--- config.mk ---
export PLATFORM = sky130hd
export DESIGN_NAME = rtp_reorder_jitter_buffer
export DESIGN_NICKNAME = d
export VERILOG_FILES = /design/src/design/rtpjb_pkg.sv /design/src/design/rtpjb_slot_ram.sv /design/src/design/rtp_reorder_jitter_buffer.sv
export SDC_FILE = /design/constraint.sdc
export NUM_CORES = 1
export LEC_CHECK = 0
export BUFFER_PORTS_ARGS = -buffer_cell sky130_fd_sc_hd__buf_2
export CORE_MARGIN = 8
export CORE_UTILIZATION = 55
export CTS_CLUSTER_SIZE = 12
export DETAILED_ROUTE_END_ITERATION = 8
export GPL_ROUTABILITY_DRIVEN = 0
export PLACE_DENSITY = 0.72
export SLEW_MARGIN = 15
export SYNTH_ARGS = -nofsm -noshare
export SYNTH_HDL_FRONTEND = slang
export SYNTH_SLANG_ARGS = --single-unit
--- constraint.sdc ---
create_clock -name clk -period 7.3 [get_ports clk]
set_input_delay 1.46 -clock clk [delete_from_list [all_inputs] [get_ports clk]]
set_output_delay 1.46 -clock clk [all_outputs]
set_load 0.1 [all_outputs]
--- src/design/rtpjb_pkg.sv ---
// shared types and constants for the rtp reorder jitter buffer
package rtpjb_pkg;

  localparam int SEQ_W        = 16;
  localparam int SID_W        = 32;
  localparam int HANDLE_W     = 8;
  localparam int HOLD_W       = 5;
  localparam int CNT_W        = 5;
  localparam int MAX_RELEASES = 22;
  localparam logic [SEQ_W-1:0]  OLD_LIMIT  = 16'd32768;
  localparam logic [HOLD_W-1:0] HOLD_RESET = 5'd10;

  // one stored packet
  typedef struct packed {
    logic [HANDLE_W-1:0] handle;
    logic [SEQ_W-1:0]    seq;
  } slot_entry_t;

  // sequencer states
  typedef enum logic [2:0] {
    S_IDLE,
    S_EVAL,
    S_TEST,
    S_CHECK,
    S_FLUSH
  } seq_state_t;

endpackage

--- src/design/rtpjb_slot_ram.sv ---
// slot ring storage: one write port, one registered read port
module rtpjb_slot_ram #(
  parameter int DEPTH = 32
) (
  input  logic                      clk,
  input  logic                      wr_en,
  input  logic [$clog2(DEPTH)-1:0]  wr_addr,
  input  rtpjb_pkg::slot_entry_t    wr_data,
  input  logic                      rd_en,
  input  logic [$clog2(DEPTH)-1:0]  rd_addr,
  output rtpjb_pkg::slot_entry_t    rd_data
);

  rtpjb_pkg::slot_entry_t mem [DEPTH];

  always_ff @(posedge clk) begin
    if (wr_en) begin
      mem[wr_addr] <= wr_data;
    end
  end

  always_ff @(posedge clk) begin
    if (rd_en) begin
      rd_data <= mem[rd_addr];
    end
  end

endmodule

--- src/design/rtp_reorder_jitter_buffer.sv ---
// rtp reorder jitter buffer: top level with the drain sequencer
// flow: the item is decoded after acceptance, then each ring slot visited (at most SLOTS) is read,
//   then compared, followed by a final test state and a flush state
// a new item is taken only in idle, once the last one is done; a dropped or restarting item
//   returns to idle after decode; a result side stall holds the compare and flush states
// reset: synchronous rst clears sequencer, window state and slot valid bits; hold_depth 10
module rtp_reorder_jitter_buffer #(
  parameter int SLOTS = 32
) (
  input  logic        clk,
  input  logic        rst,
  // input items
  input  logic        s_axis_tvalid,
  output logic        s_axis_tready,
  input  logic [55:0] s_axis_tdata,   // packet_seq[15:0], stream_id[47:16], packet_handle[55:48]
  // released packets
  output logic        m_axis_tvalid,
  input  logic        m_axis_tready,
  output logic [39:0] m_axis_tdata,   // out_handle[7:0], out_seq[23:8], gap_count[39:24]
  output logic        m_axis_tlast,   // last_of_run
  // hold_depth register
  input  logic        cfg_we,
  input  logic [4:0]  cfg_wdata
);

  localparam int IW = $clog2(SLOTS);        // slot index width
  localparam int AW = $clog2(SLOTS + 1);    // ahead distance width, holds SLOTS itself
  localparam int SW = AW + 1;               // width of bottom + ahead before wrap

  localparam int SEQ_W    = rtpjb_pkg::SEQ_W;
  localparam int SID_W    = rtpjb_pkg::SID_W;
  localparam int HANDLE_W = rtpjb_pkg::HANDLE_W;
  localparam int CNT_W    = rtpjb_pkg::CNT_W;

  // sequencer
  rtpjb_pkg::seq_state_t state, state_next;

  // latched input item
  logic [SEQ_W-1:0]    in_seq;
  logic [SID_W-1:0]    in_sid;
  logic [HANDLE_W-1:0] in_handle;

  // window state
  logic                started;
  logic [SID_W-1:0]    locked_stream;
  logic [SEQ_W-1:0]    expected_seq;
  logic [IW-1:0]       ring_bottom;
  logic [SEQ_W-1:0]    last_released_seq;
  logic                have_released;
  logic [rtpjb_pkg::HOLD_W-1:0] hold_depth;
  logic [SLOTS-1:0]    slot_valid;

  // drain loop
  logic [AW-1:0]       ahead_cnt;
  logic [CNT_W-1:0]    n_count;
  logic                rd_valid;
  rtpjb_pkg::slot_entry_t rd_entry;

  // one release held back so the final one of a run can carry tlast
  logic                pend_valid;
  logic [HANDLE_W-1:0] pend_handle;
  logic [SEQ_W-1:0]    pend_seq;
  logic [SEQ_W-1:0]    pend_gap;

  // output register
  logic [HANDLE_W-1:0] out_handle;
  logic [SEQ_W-1:0]    out_seq;
  logic [SEQ_W-1:0]    gap_count;

  // decode of the latched item (the shared subtract/compare unit)
  logic [SEQ_W-1:0] seq_diff;
  logic             is_foreign, is_old, is_far;
  logic [SW-1:0]    put_sum;
  logic [IW-1:0]    put_idx;

  // ram port control
  logic                   wr_en, rd_en;
  logic [IW-1:0]          wr_addr;
  rtpjb_pkg::slot_entry_t wr_data;

  // loop control
  logic             drain_go, hit, out_busy, check_stall, flush_stall, out_load;
  logic [IW-1:0]    bottom_inc;
  logic [SEQ_W-1:0] hit_gap;

  always_comb begin
    seq_diff   = in_seq - expected_seq;
    is_foreign = (in_sid != locked_stream);
    is_old     = (seq_diff > rtpjb_pkg::OLD_LIMIT);
    is_far     = (seq_diff > SEQ_W'(SLOTS));
    // slot for the packet: bottom plus distance, wrapped once
    put_sum = SW'(ring_bottom) + SW'(seq_diff[AW-1:0]);
    if (put_sum >= SW'(SLOTS)) begin
      put_sum = put_sum - SW'(SLOTS);
    end
    put_idx = put_sum[IW-1:0];
  end

  always_comb begin
    drain_go = ({{(SEQ_W-AW){1'b0}}, ahead_cnt} >
                {{(SEQ_W-rtpjb_pkg::HOLD_W){1'b0}}, hold_depth}) &&
               (n_count < CNT_W'(rtpjb_pkg::MAX_RELEASES));
    hit         = rd_valid && (rd_entry.seq == expected_seq);
    out_busy    = m_axis_tvalid && !m_axis_tready;
    check_stall = hit && pend_valid && out_busy;
    flush_stall = pend_valid && out_busy;
    // output register takes a held release this cycle
    out_load    = pend_valid && !out_busy &&
                  (((state == rtpjb_pkg::S_CHECK) && hit) || (state == rtpjb_pkg::S_FLUSH));
    bottom_inc  = (ring_bottom == IW'(SLOTS - 1)) ? '0 : ring_bottom + IW'(1);
    // first release ever reports no gap
    hit_gap     = have_released ? (rd_entry.seq - last_released_seq - SEQ_W'(1)) : '0;
  end

  // next state
  always_comb begin
    state_next = state;
    case (state)
      rtpjb_pkg::S_IDLE: begin
        if (s_axis_tvalid) state_next = rtpjb_pkg::S_EVAL;
      end
      rtpjb_pkg::S_EVAL: begin
        // first packet, foreign, old and far-ahead packets end here
        if (!started || is_foreign || is_old || is_far) state_next = rtpjb_pkg::S_IDLE;
        else state_next = rtpjb_pkg::S_TEST;
      end
      rtpjb_pkg::S_TEST: begin
        state_next = drain_go ? rtpjb_pkg::S_CHECK : rtpjb_pkg::S_FLUSH;
      end
      rtpjb_pkg::S_CHECK: begin
        if (!check_stall) state_next = rtpjb_pkg::S_TEST;
      end
      rtpjb_pkg::S_FLUSH: begin
        if (!flush_stall) state_next = rtpjb_pkg::S_IDLE;
      end
      default: state_next = rtpjb_pkg::S_IDLE;
    endcase
  end

  // sequencer outputs
  always_comb begin
    s_axis_tready = (state == rtpjb_pkg::S_IDLE);
    wr_en   = (state == rtpjb_pkg::S_EVAL) && (!started || (!is_foreign && !is_old));
    // restart (first or far-ahead packet) lands in slot 0
    wr_addr = (!started || is_far) ? '0 : put_idx;
    wr_data.handle = in_handle;
    wr_data.seq    = in_seq;
    rd_en   = (state == rtpjb_pkg::S_TEST) && drain_go;
  end

  rtpjb_slot_ram #(
    .DEPTH (SLOTS)
  ) u_slot_ram (
    .clk     (clk),
    .wr_en   (wr_en),
    .wr_addr (wr_addr),
    .wr_data (wr_data),
    .rd_en   (rd_en),
    .rd_addr (ring_bottom),
    .rd_data (rd_entry)
  );

  always_ff @(posedge clk) begin
    if (rst) begin
      state             <= rtpjb_pkg::S_IDLE;
      started           <= 1'b0;
      locked_stream     <= '0;
      expected_seq      <= '0;
      ring_bottom       <= '0;
      last_released_seq <= '0;
      have_released     <= 1'b0;
      hold_depth        <= rtpjb_pkg::HOLD_RESET;
      slot_valid        <= '0;
      ahead_cnt         <= '0;
      n_count           <= '0;
      rd_valid          <= 1'b0;
      pend_valid        <= 1'b0;
      m_axis_tvalid     <= 1'b0;
      m_axis_tlast      <= 1'b0;
    end else begin
      state <= state_next;
      if (cfg_we) hold_depth <= cfg_wdata;
      if (out_load) m_axis_tvalid <= 1'b1;
      else if (m_axis_tvalid && m_axis_tready) m_axis_tvalid <= 1'b0;
      if (wr_en) slot_valid[wr_addr] <= 1'b1;

      case (state)
        rtpjb_pkg::S_IDLE: begin
          if (s_axis_tvalid) begin
            in_seq    <= s_axis_tdata[15:0];
            in_sid    <= s_axis_tdata[47:16];
            in_handle <= s_axis_tdata[55:48];
          end
        end
        rtpjb_pkg::S_EVAL: begin
          if (!started) begin
            // first packet locks the stream and opens the window
            started       <= 1'b1;
            locked_stream <= in_sid;
            expected_seq  <= in_seq;
            ring_bottom   <= '0;
          end else if (!is_foreign && !is_old) begin
            if (is_far) begin
              // far ahead: reopen the window, stream stays locked
              expected_seq <= in_seq;
              ring_bottom  <= '0;
            end else begin
              ahead_cnt <= seq_diff[AW-1:0];
              n_count   <= '0;
            end
          end
        end
        rtpjb_pkg::S_TEST: begin
          if (drain_go) rd_valid <= slot_valid[ring_bottom];
        end
        rtpjb_pkg::S_CHECK: begin
          if (!check_stall) begin
            ring_bottom  <= bottom_inc;
            expected_seq <= expected_seq + SEQ_W'(1);
            ahead_cnt    <= ahead_cnt - AW'(1);
            if (hit) begin
              // an earlier release of this run goes out without tlast
              if (pend_valid) begin
                out_handle    <= pend_handle;
                out_seq       <= pend_seq;
                gap_count     <= pend_gap;
                m_axis_tlast  <= 1'b0;
              end
              pend_valid        <= 1'b1;
              pend_handle       <= rd_entry.handle;
              pend_seq          <= rd_entry.seq;
              pend_gap          <= hit_gap;
              last_released_seq <= rd_entry.seq;
              have_released     <= 1'b1;
              n_count           <= n_count + CNT_W'(1);
            end
          end
        end
        rtpjb_pkg::S_FLUSH: begin
          // final release of the run carries tlast
          if (pend_valid && !out_busy) begin
            out_handle    <= pend_handle;
            out_seq       <= pend_seq;
            gap_count     <= pend_gap;
            m_axis_tlast  <= 1'b1;
            pend_valid    <= 1'b0;
          end
        end
        default: ;
      endcase
    end
  end

  assign m_axis_tdata = {gap_count, out_seq, out_handle};

`ifndef NO_ASSERTIONS
  // nothing is held back once the block takes a new item
  a_idle_no_pending: assert property (@(posedge clk) disable iff (rst)
    s_axis_tready |-> !pend_valid)
    else $error("held release left over while idle");

  // release budget per item
  a_budget: assert property (@(posedge clk) disable iff (rst)
    n_count <= CNT_W'(rtpjb_pkg::MAX_RELEASES))
    else $error("release budget exceeded");

  // ring bottom stays inside the ring
  a_bottom_range: assert property (@(posedge clk) disable iff (rst)
    ring_bottom <= IW'(SLOTS - 1))
    else $error("ring bottom out of range");

  // a slot compare always follows a slot read
  a_check_after_read: assert property (@(posedge clk) disable iff (rst)
    rd_en |=> (state == rtpjb_pkg::S_CHECK))
    else $error("slot read not followed by compare");
`endif

endmodule
=== After elaboration in Yosys (flattened, before gate mapping) ===
Memories as Yosys holds them, arrays and structs flattened. A register that Yosys moved wholly into a read port is not among the register bits.
Index checks and enable logic that the tools add are counted.

* Register bits: 262
* Memory bits (writable): 768
* Input bits: 66
* Output and inout port bits: 43
* Logic and storage cells: 167
* Memories kept: 1

* Add/sub/neg operators: 9
* Order comparisons: 8
* Equal/unequal tests: 18
* Muxes and demuxes: 62
* Bitwise gates (word level): 4
* Reduce and logical (&&, ||, !) cells: 41

{| class="wikitable"
|+ Memory list
! memory !! words !! bits a word !! read ports !! clocked after memory_dff !! write ports !! line !! text
|-
| u_slot_ram.mem || 32 || 24 || 1 || 1 || 1 || rtpjb_slot_ram.sv:14 || <nowiki>rtpjb_pkg::slot_entry_t mem [DEPTH];</nowiki>
|}

{| class="wikitable"
|+ Operators by type and width
! operator !! count
|-
| $mux W16 || 12
|-
| $pmux W16 S2 || 3
|-
| $mux W5 || 12
|-
| $mux W8 || 4
|-
| $ne A32 B32 Y1 || 1
|-
| $or A32 B32 Y32 || 1
|-
| $sub A16 B16 Y16 || 2
|-
| $mux W6 || 4
|-
| $pmux W5 S2 || 2
|-
| $add A16 B1 Y16 const B || 1
|-
| $eq A16 B16 Y1 || 1
|-
| $gt A16 B16 Y1 const B || 1
|-
| $gt A16 B6 Y1 const B || 1
|-
| $pmux W8 S2 || 1
|-
| $sub A16 B1 Y16 const B || 1
|-
| $pmux W3 S5 || 1
|-
| $logic_and A1 B1 Y1 || 14
|-
| $ne A2 B2 Y1 const B || 7
|-
| $mux W1 || 13
|-
| $lt A5 B6 Y1 const B || 2
|-
| $mux W3 || 4
|-
| $pmux W6 S2 || 1
|-
| $reduce_and A4 Y1 || 3
|-
| $reduce_and A6 Y1 || 2
|-
| other kinds (27) || 48
|}

=== Logic depth before layout (Yosys ltp) ===
* Depth after elaboration: 10
* Gate-level depth with buffers: 15
* Gate-level depth less buffers: 15

=== By module ===
From an unflattened synthesis, not the netlist that was laid out.

* Cell total of the unflattened synthesis: 2838
* Area total of the unflattened synthesis: 42849.8 um^2

{| class="wikitable"
|+ Modules (own cells, without submodules)
! module !! times used !! cells each !! area an instance (um^2) !! seq. area each (um^2)
|-
| rtpjb_slot_ram || 1 || 1711 || 30718.2 || 23782.8
|-
| rtp_reorder_jitter_buffer || 1 || 1127 || 12131.6 || 6606.3
|}

=== Worst setup path before layout ===
No wires, ideal clock.

* Path type: register to register
* Start point: register u_slot_ram.rd_data[14] (netlist name)
* End point: register gap_count[0], enable pin
* Setup time: 0.498 ns
* Arrival time: 4.864 ns
* Data required time: 6.802 ns
* Slack: 1.938 ns
* Stages on the path, launching flop included: 7
* Buffers on the path: 0
* Clock period less this slack: 5.362 ns
* Cell sequence: edfxtp_1 > xor2_1 > nor4_1 > nand2_1 > or4_1 > or2_2 > a211oi_1

* Longest elaborated chain between the ends: 6
* Elaborated cells between the ends (all ways): 7
* Those cells by class: eq/ne: 3; reduce/logical: 4

{| class="wikitable"
|+ Ends and longest elaborated chain
! item !! line !! text
|-
| $eq A16 B16 Y1 * || rtp_reorder_jitter_buffer.sv:103 || <nowiki>hit = rd_valid && (rd_entry.seq == expected_seq);</nowiki>
|-
| $logic_and A1 B1 Y1 * || rtp_reorder_jitter_buffer.sv:103 ||
|-
| $logic_and A1 B1 Y1 (2 in a row) || rtp_reorder_jitter_buffer.sv:105 || <nowiki>check_stall = hit && pend_valid && out_busy;</nowiki>
|-
| $ne A2 B2 Y1 (no line) || - ||
|-
| $reduce_and A6 Y1 (no line) * || - ||
|-
| to (signal assigned) || rtp_reorder_jitter_buffer.sv:226 || <nowiki>gap_count <= pend_gap;</nowiki>
|-
| to (signal assigned) || rtp_reorder_jitter_buffer.sv:244 || <nowiki>gap_count <= pend_gap;</nowiki>
|-
| to (decl) || rtp_reorder_jitter_buffer.sv:68 || <nowiki>logic [SEQ_W-1:0] gap_count;</nowiki>
|}

Mark *: on every way between the ends. The rest lies on a longest branch, timed or not.
A chain may end at the register's enable or synchronous reset.

=== Worst setup path in the final report ===
* Start point: register in_seq[0]
* End point: memory u_slot_ram.mem[1][8] (netlist bit), enable pin

* Longest elaborated chain between the ends: 8
* Elaborated cells between the ends (all ways): 15
* Those cells by class: add/sub: 3; order compare: 3; mux: 4; reduce/logical: 5

{| class="wikitable"
|+ Ends and longest elaborated chain
! item !! line !! text
|-
| from (decl) || rtp_reorder_jitter_buffer.sv:39 || <nowiki>logic [SEQ_W-1:0] in_seq;</nowiki>
|-
| from (signal assigned) || rtp_reorder_jitter_buffer.sv:190 || <nowiki>in_seq <= s_axis_tdata[15:0];</nowiki>
|-
| $sub A16 B16 Y16 * || rtp_reorder_jitter_buffer.sv:87 || <nowiki>seq_diff = in_seq - expected_seq;</nowiki>
|-
| branches (longest 7 deep; another with $add A5 B6 Y7) || - ||
|-
| to (decl) || rtpjb_slot_ram.sv:14 ||
|}

Mark *: on every way between the ends.

==> flow_results.xml <==
<?xml version="1.0" encoding="UTF-8"?>
<metrics>
  <group name="power">
    <metric name="clock_power_share" unit="%">41.1</metric>
    <metric name="net_switching_share_of_the_total_power" unit="%">20.44</metric>
    <metric name="p_total" unit="mW">11.73</metric>
    <metric name="power_density" unit="nW/um2">250.6</metric>
    <metric name="cellLeakagePower" unit="nW">14.68</metric>
    <metric name="cellInternalPower" unit="mW">9.332</metric>
    <metric name="vdd.ir_drop.worst" unit="mV">0.1769</metric>
    <metric name="net_switching_power" unit="mW">2.398</metric>
    <metric name="power_frac_seq" unit="%">56.1</metric>
    <metric name="p_comb_share" unit="%">2.8</metric>
  </group>
  <group name="timing">
    <metric name="min_period_over_period" unit="%">76.65</metric>
    <metric name="timing_hold_violations_final" unit="">0</metric>
    <metric name="final.setup.worst_slack" unit="ps">1705</metric>
    <metric name="setup_tns" unit="ps">0</metric>
    <metric name="finalWorstPathRequiredPeriod" unit="ps">5595</metric>
    <metric name="worst_skew" unit="ps">51.78</metric>
    <metric name="achievable-frequency" unit="MHz">178.7</metric>
    <metric name="finalMaxSlewViolations" unit="">0</metric>
    <metric name="relSlewSlack" unit="%">17.26</metric>
    <metric name="tightestPinTransition" unit="ps">1233</metric>
    <metric name="setup-violations-final" unit="">0</metric>
    <metric name="rsz0062_at_grt" unit="">no</metric>
  </group>
  <group name="critical_path">
    <metric name="slowest_delay" unit="ps">1110</metric>
    <metric name="crit_family" unit="">simple AND/OR/NAND/NOR gates</metric>
    <metric name="worstSetupEndpoint" unit="">u_slot_ram.mem[1][8]$_DFFE_PP_</metric>
    <metric name="timing.critical_path.from" unit="">in_seq[0]$_DFFE_PP_</metric>
    <metric name="critical_path.endpoint_type" unit="">flop</metric>
    <metric name="slowest_stage" unit="">sky130_fd_sc_hd__or4_1</metric>
    <metric name="critical_path_required" unit="ps">7580</metric>
    <metric name="setup_crit_path_kind" unit="">flop to flop</metric>
    <metric name="worst_ep_arrival_time" unit="ps">5870</metric>
    <metric name="critical_path_cell_count" unit="">13</metric>
    <metric name="cp_num_buf_inv" unit="">2</metric>
    <metric name="reg2reg_from" unit="">in_seq[0]$_DFFE_PP_</metric>
    <metric name="worstSetupStartpointType" unit="">flop</metric>
    <metric name="worstRegToRegCells" unit="">13</metric>
    <metric name="path_cells" unit="">buf_4, inv_1, ha_1, fa_1, nor2b_1, o31ai_1, a211o_1, a32oi_1, xnor2_1, and4_1, nand3_1, or4_1, nor2_4</metric>
    <metric name="regToRegEndpoint" unit="">u_slot_ram.mem[1][8]$_DFFE_PP_</metric>
    <metric name="reg2reg_slack" unit="ps">1700</metric>
    <metric name="worst-path-max-fanout" unit="">34</metric>
  </group>
  <group name="floorplanning">
    <metric name="die_h" unit="um">291.4</metric>
    <metric name="rows" unit="">101</metric>
    <metric name="die_x" unit="um">291.4</metric>
    <metric name="design.portCount" unit="">109</metric>
    <metric name="floorplan.core_area" unit="um2">75570</metric>
    <metric name="floorplan.initialDensity" unit="%">55.21</metric>
    <metric name="dieArea" unit="um2">84920</metric>
  </group>
  <group name="routing">
    <metric name="drt_first_iter_violations" unit="">2821</metric>
    <metric name="detail_route.wl_per_cell" unit="um">28.68</metric>
    <metric name="finalWirelength" unit="um">100800</metric>
    <metric name="detail_route.first_pass.iterations" unit="">6</metric>
    <metric name="drcViolationCount" unit="">0</metric>
    <metric name="final_antenna_net_count" unit="">0</metric>
    <metric name="vias_per_cell" unit="">6.313</metric>
    <metric name="routed-via-count" unit="">22180</metric>
  </group>
  <group name="cells_and_area">
    <metric name="areaGrowthSynthToFinish" unit="%">12.22</metric>
    <metric name="drive_above_1_share" unit="%">24.88</metric>
    <metric name="fillCellCount" unit="">5160</metric>
    <metric name="final_common_cell" unit="">sky130_fd_sc_hd__edfxtp_1</metric>
    <metric name="num-nets-final" unit="">2584</metric>
    <metric name="layout.cells.most_common_list" unit="">sky130_fd_sc_hd__edfxtp_1 (928), sky130_fd_sc_hd__mux4_2 (250), sky130_fd_sc_hd__nand2_1 (147), sky130_fd_sc_hd__a21oi_1 (133), sky130_fd_sc_hd__dfxtp_1 (122)</metric>
    <metric name="antennaDiodeCount" unit="">0</metric>
    <metric name="final_standard_cell_count_with_taps_included_and_fillers_excluded" unit="">3514</metric>
    <metric name="design_area" unit="um2">46810</metric>
  </group>
  <group name="placed_design">
    <metric name="place_hpwl" unit="um">63680</metric>
    <metric name="dp_worst_setup_slack" unit="ps">1735</metric>
    <metric name="post-place-cells" unit="">3343</metric>
    <metric name="io_buffers" unit="">108</metric>
    <metric name="dpl-instance-area" unit="um2">43790</metric>
  </group>
  <group name="job">
    <metric name="maxCapViolations" unit="">0</metric>
  </group>
  <group name="logic_synthesis">
    <metric name="synth_enable_flop_cells" unit="">928</metric>
    <metric name="synth_seq_area_share" unit="%">72.84</metric>
    <metric name="synthesis.instances" unit="">2286</metric>
    <metric name="ys_warn_count" unit="">0</metric>
    <metric name="synth.distinct_cells" unit="">66</metric>
    <metric name="ys_ff_latch" unit="">1054</metric>
    <metric name="postSynth.topFlopCell" unit="">sky130_fd_sc_hd__edfxtp_1</metric>
    <metric name="synth.avg_cell_area" unit="um2">18.25</metric>
    <metric name="syn-cell-area" unit="um2">41720</metric>
    <metric name="mappedNetlistNets" unit="">2399</metric>
    <metric name="async_reset_ff_share" unit="%">0</metric>
  </group>
  <group name="cts">
    <metric name="clock_latency_reported_for_the_late_side_of_the_worst_skew_pair" unit="ps">670</metric>
    <metric name="postCtsSetupBuffers" unit="">0</metric>
    <metric name="cts_resized" unit="">0</metric>
    <metric name="cts_buffers" unit="">104</metric>
    <metric name="tritoncts" unit="">built</metric>
    <metric name="cts_hold_buf" unit="">0</metric>
    <metric name="numClockSinks" unit="">1054</metric>
    <metric name="cts_buffer_depth" unit="">3</metric>
    <metric name="cts_max_level" unit="">3</metric>
    <metric name="cts_root_cell" unit="">sky130_fd_sc_hd__clkbuf_16</metric>
    <metric name="cts.reportedPaths.clkPinSlew" unit="ps">60</metric>
  </group>
  <group name="global_routing">
    <metric name="largest_net_degree_at_the_start_of_global_routing" unit="">104</metric>
    <metric name="total_grt_overflow" unit="">0</metric>
    <metric name="initial_antenna_violation_count" unit="">4</metric>
    <metric name="global_route_wire_length_before_repair" unit="um">147000</metric>
    <metric name="track_usage" unit="%">23.46</metric>
    <metric name="first_global_vias" unit="">21800</metric>
  </group>
  <group name="run_status">
    <metric name="run_status" unit="">completed</metric>
  </group>
  <group name="worst_hold_path">
    <metric name="min-delay-path-class" unit="">flop to flop</metric>
  </group>
</metrics>
==> kinds of logic (layout without fill, tap and decap cells) <==
| kind of cell | count (synthesis) | after routing | share of synthesized area, % |
|---|---|---|---|
| flops | 1054 | 1054 | 72.84 |
| compound gates | 261 | 261 | 3.755 |
| fa+ha+maj | 47 | 47 | 1.464 |
| mux | 282 | 282 | 14.34 |
| simple gates | 412 | 412 | 4.634 |
| xor+xnor | 74 | 74 | 1.554 |
| buf+inv | 156 | 406 | 1.416 |
==> synthesized netlist by cell type, types with 16 or more instances <==
master | count | share of area, %
sky130_fd_sc_hd__buf_1 | 18 | 0.16
sky130_fd_sc_hd__mux4_2 | 250 | 13
sky130_fd_sc_hd__inv_1 | 56 | 0.50
sky130_fd_sc_hd__ha_1 | 44 | 1.3
sky130_fd_sc_hd__dfxtp_1 | 126 | 6.0
sky130_fd_sc_hd__nor3_1 | 33 | 0.40
sky130_fd_sc_hd__edfxtp_1 | 928 | 67
sky130_fd_sc_hd__nand2_1 | 147 | 1.3
sky130_fd_sc_hd__a21oi_1 | 133 | 1.6
sky130_fd_sc_hd__xnor2_1 | 60 | 1.3
sky130_fd_sc_hd__o22ai_1 | 16 | 0.24
sky130_fd_sc_hd__or3_1 | 17 | 0.25
sky130_fd_sc_hd__nor2_1 | 109 | 0.98
sky130_fd_sc_hd__o21ai_0 | 32 | 0.38
sky130_fd_sc_hd__clkbuf_1 | 77 | 0.69
sky130_fd_sc_hd__and2_1 | 19 | 0.28
sky130_fd_sc_hd__mux2_2 | 24 | 0.65
==> metrics by stage <==
step	hold WS [ps]	util [%]
4_1_cts	415.4	61.94
3_5_place_dp	404.5	57.94
2_1_floorplan	400.3	-
6_report	412.5	61.95
3_3_place_gp	400.9	57.94
5_1_grt	420.4	61.95
==> how the worst min path moves through the flow <==
stage	endpoint	startpoint	cells after the start	slack, ps
4_1_cts	gap_count[14]$_DFFE_PP_	pend_gap[14]$_SDFFCE_PN0P_	0	420
3_5_place_dp	gap_count[12]$_DFFE_PP_	pend_gap[12]$_SDFFCE_PN0P_	0	400
5_1_grt	gap_count[5]$_DFFE_PP_	pend_gap[5]$_SDFFCE_PN0P_	0	420
3_3_place_gp	gap_count[8]$_DFFE_PP_	pend_gap[8]$_SDFFCE_PN0P_	0	400
6_report	gap_count[14]$_DFFE_PP_	pend_gap[14]$_SDFFCE_PN0P_	0	410
2_1_floorplan	gap_count[0]$_DFFE_PP_	pend_gap[0]$_SDFFCE_PN0P_	0	400
==> layout make-up <==
class | instances | area (um2) | share of cell area, %
timing repair buffer | 178 | 1069 | 2.282
clock buffer | 147 | 2815 | 6.013
clock inverter | 24 | 205.2 | 0.4383
sequential | 1054 | 30400 | 64.94
multi-input combinational | 1076 | 10890 | 23.25
inverter | 57 | 214.0 | 0.4570
tap | 978 | 1224 | 2.614
==> sequential cells by signal (all words and copies together), names as in the netlist, 6 cells and up <==
signal              cells
out_seq                16
locked_stream          32
pend_seq               16
in_handle               8
last_released_seq      16
ahead_cnt               6
gap_count              16
in_seq                 16
u_slot_ram.rd_data     24
out_handle              8
pend_handle             8
u_slot_ram.mem        768
in_sid                 32
slot_valid             32
expected_seq           16
pend_gap               16
==> power by group through the flow <==
stage	logic, mW	clock network [mW]	registers [mW]
finish	0.326	4.82	6.58
global route	0.347	5.11	6.58
CTS	0.321	4.89	6.58
detailed placement	0.321	0	6.71
global placement	0.310	0	6.70
floorplan	0.162	0	6.73
==> metal layers <==
metal	track usage, %	part of all wire [%]	routed length [um]
met1	32.89	39	38980
met2	36.51	47	47320
met3	5.592	11	11220
met4	7.482	3.1	3148
met5	0.8125	0.097	98
Power figures use the tool's default switching activity.
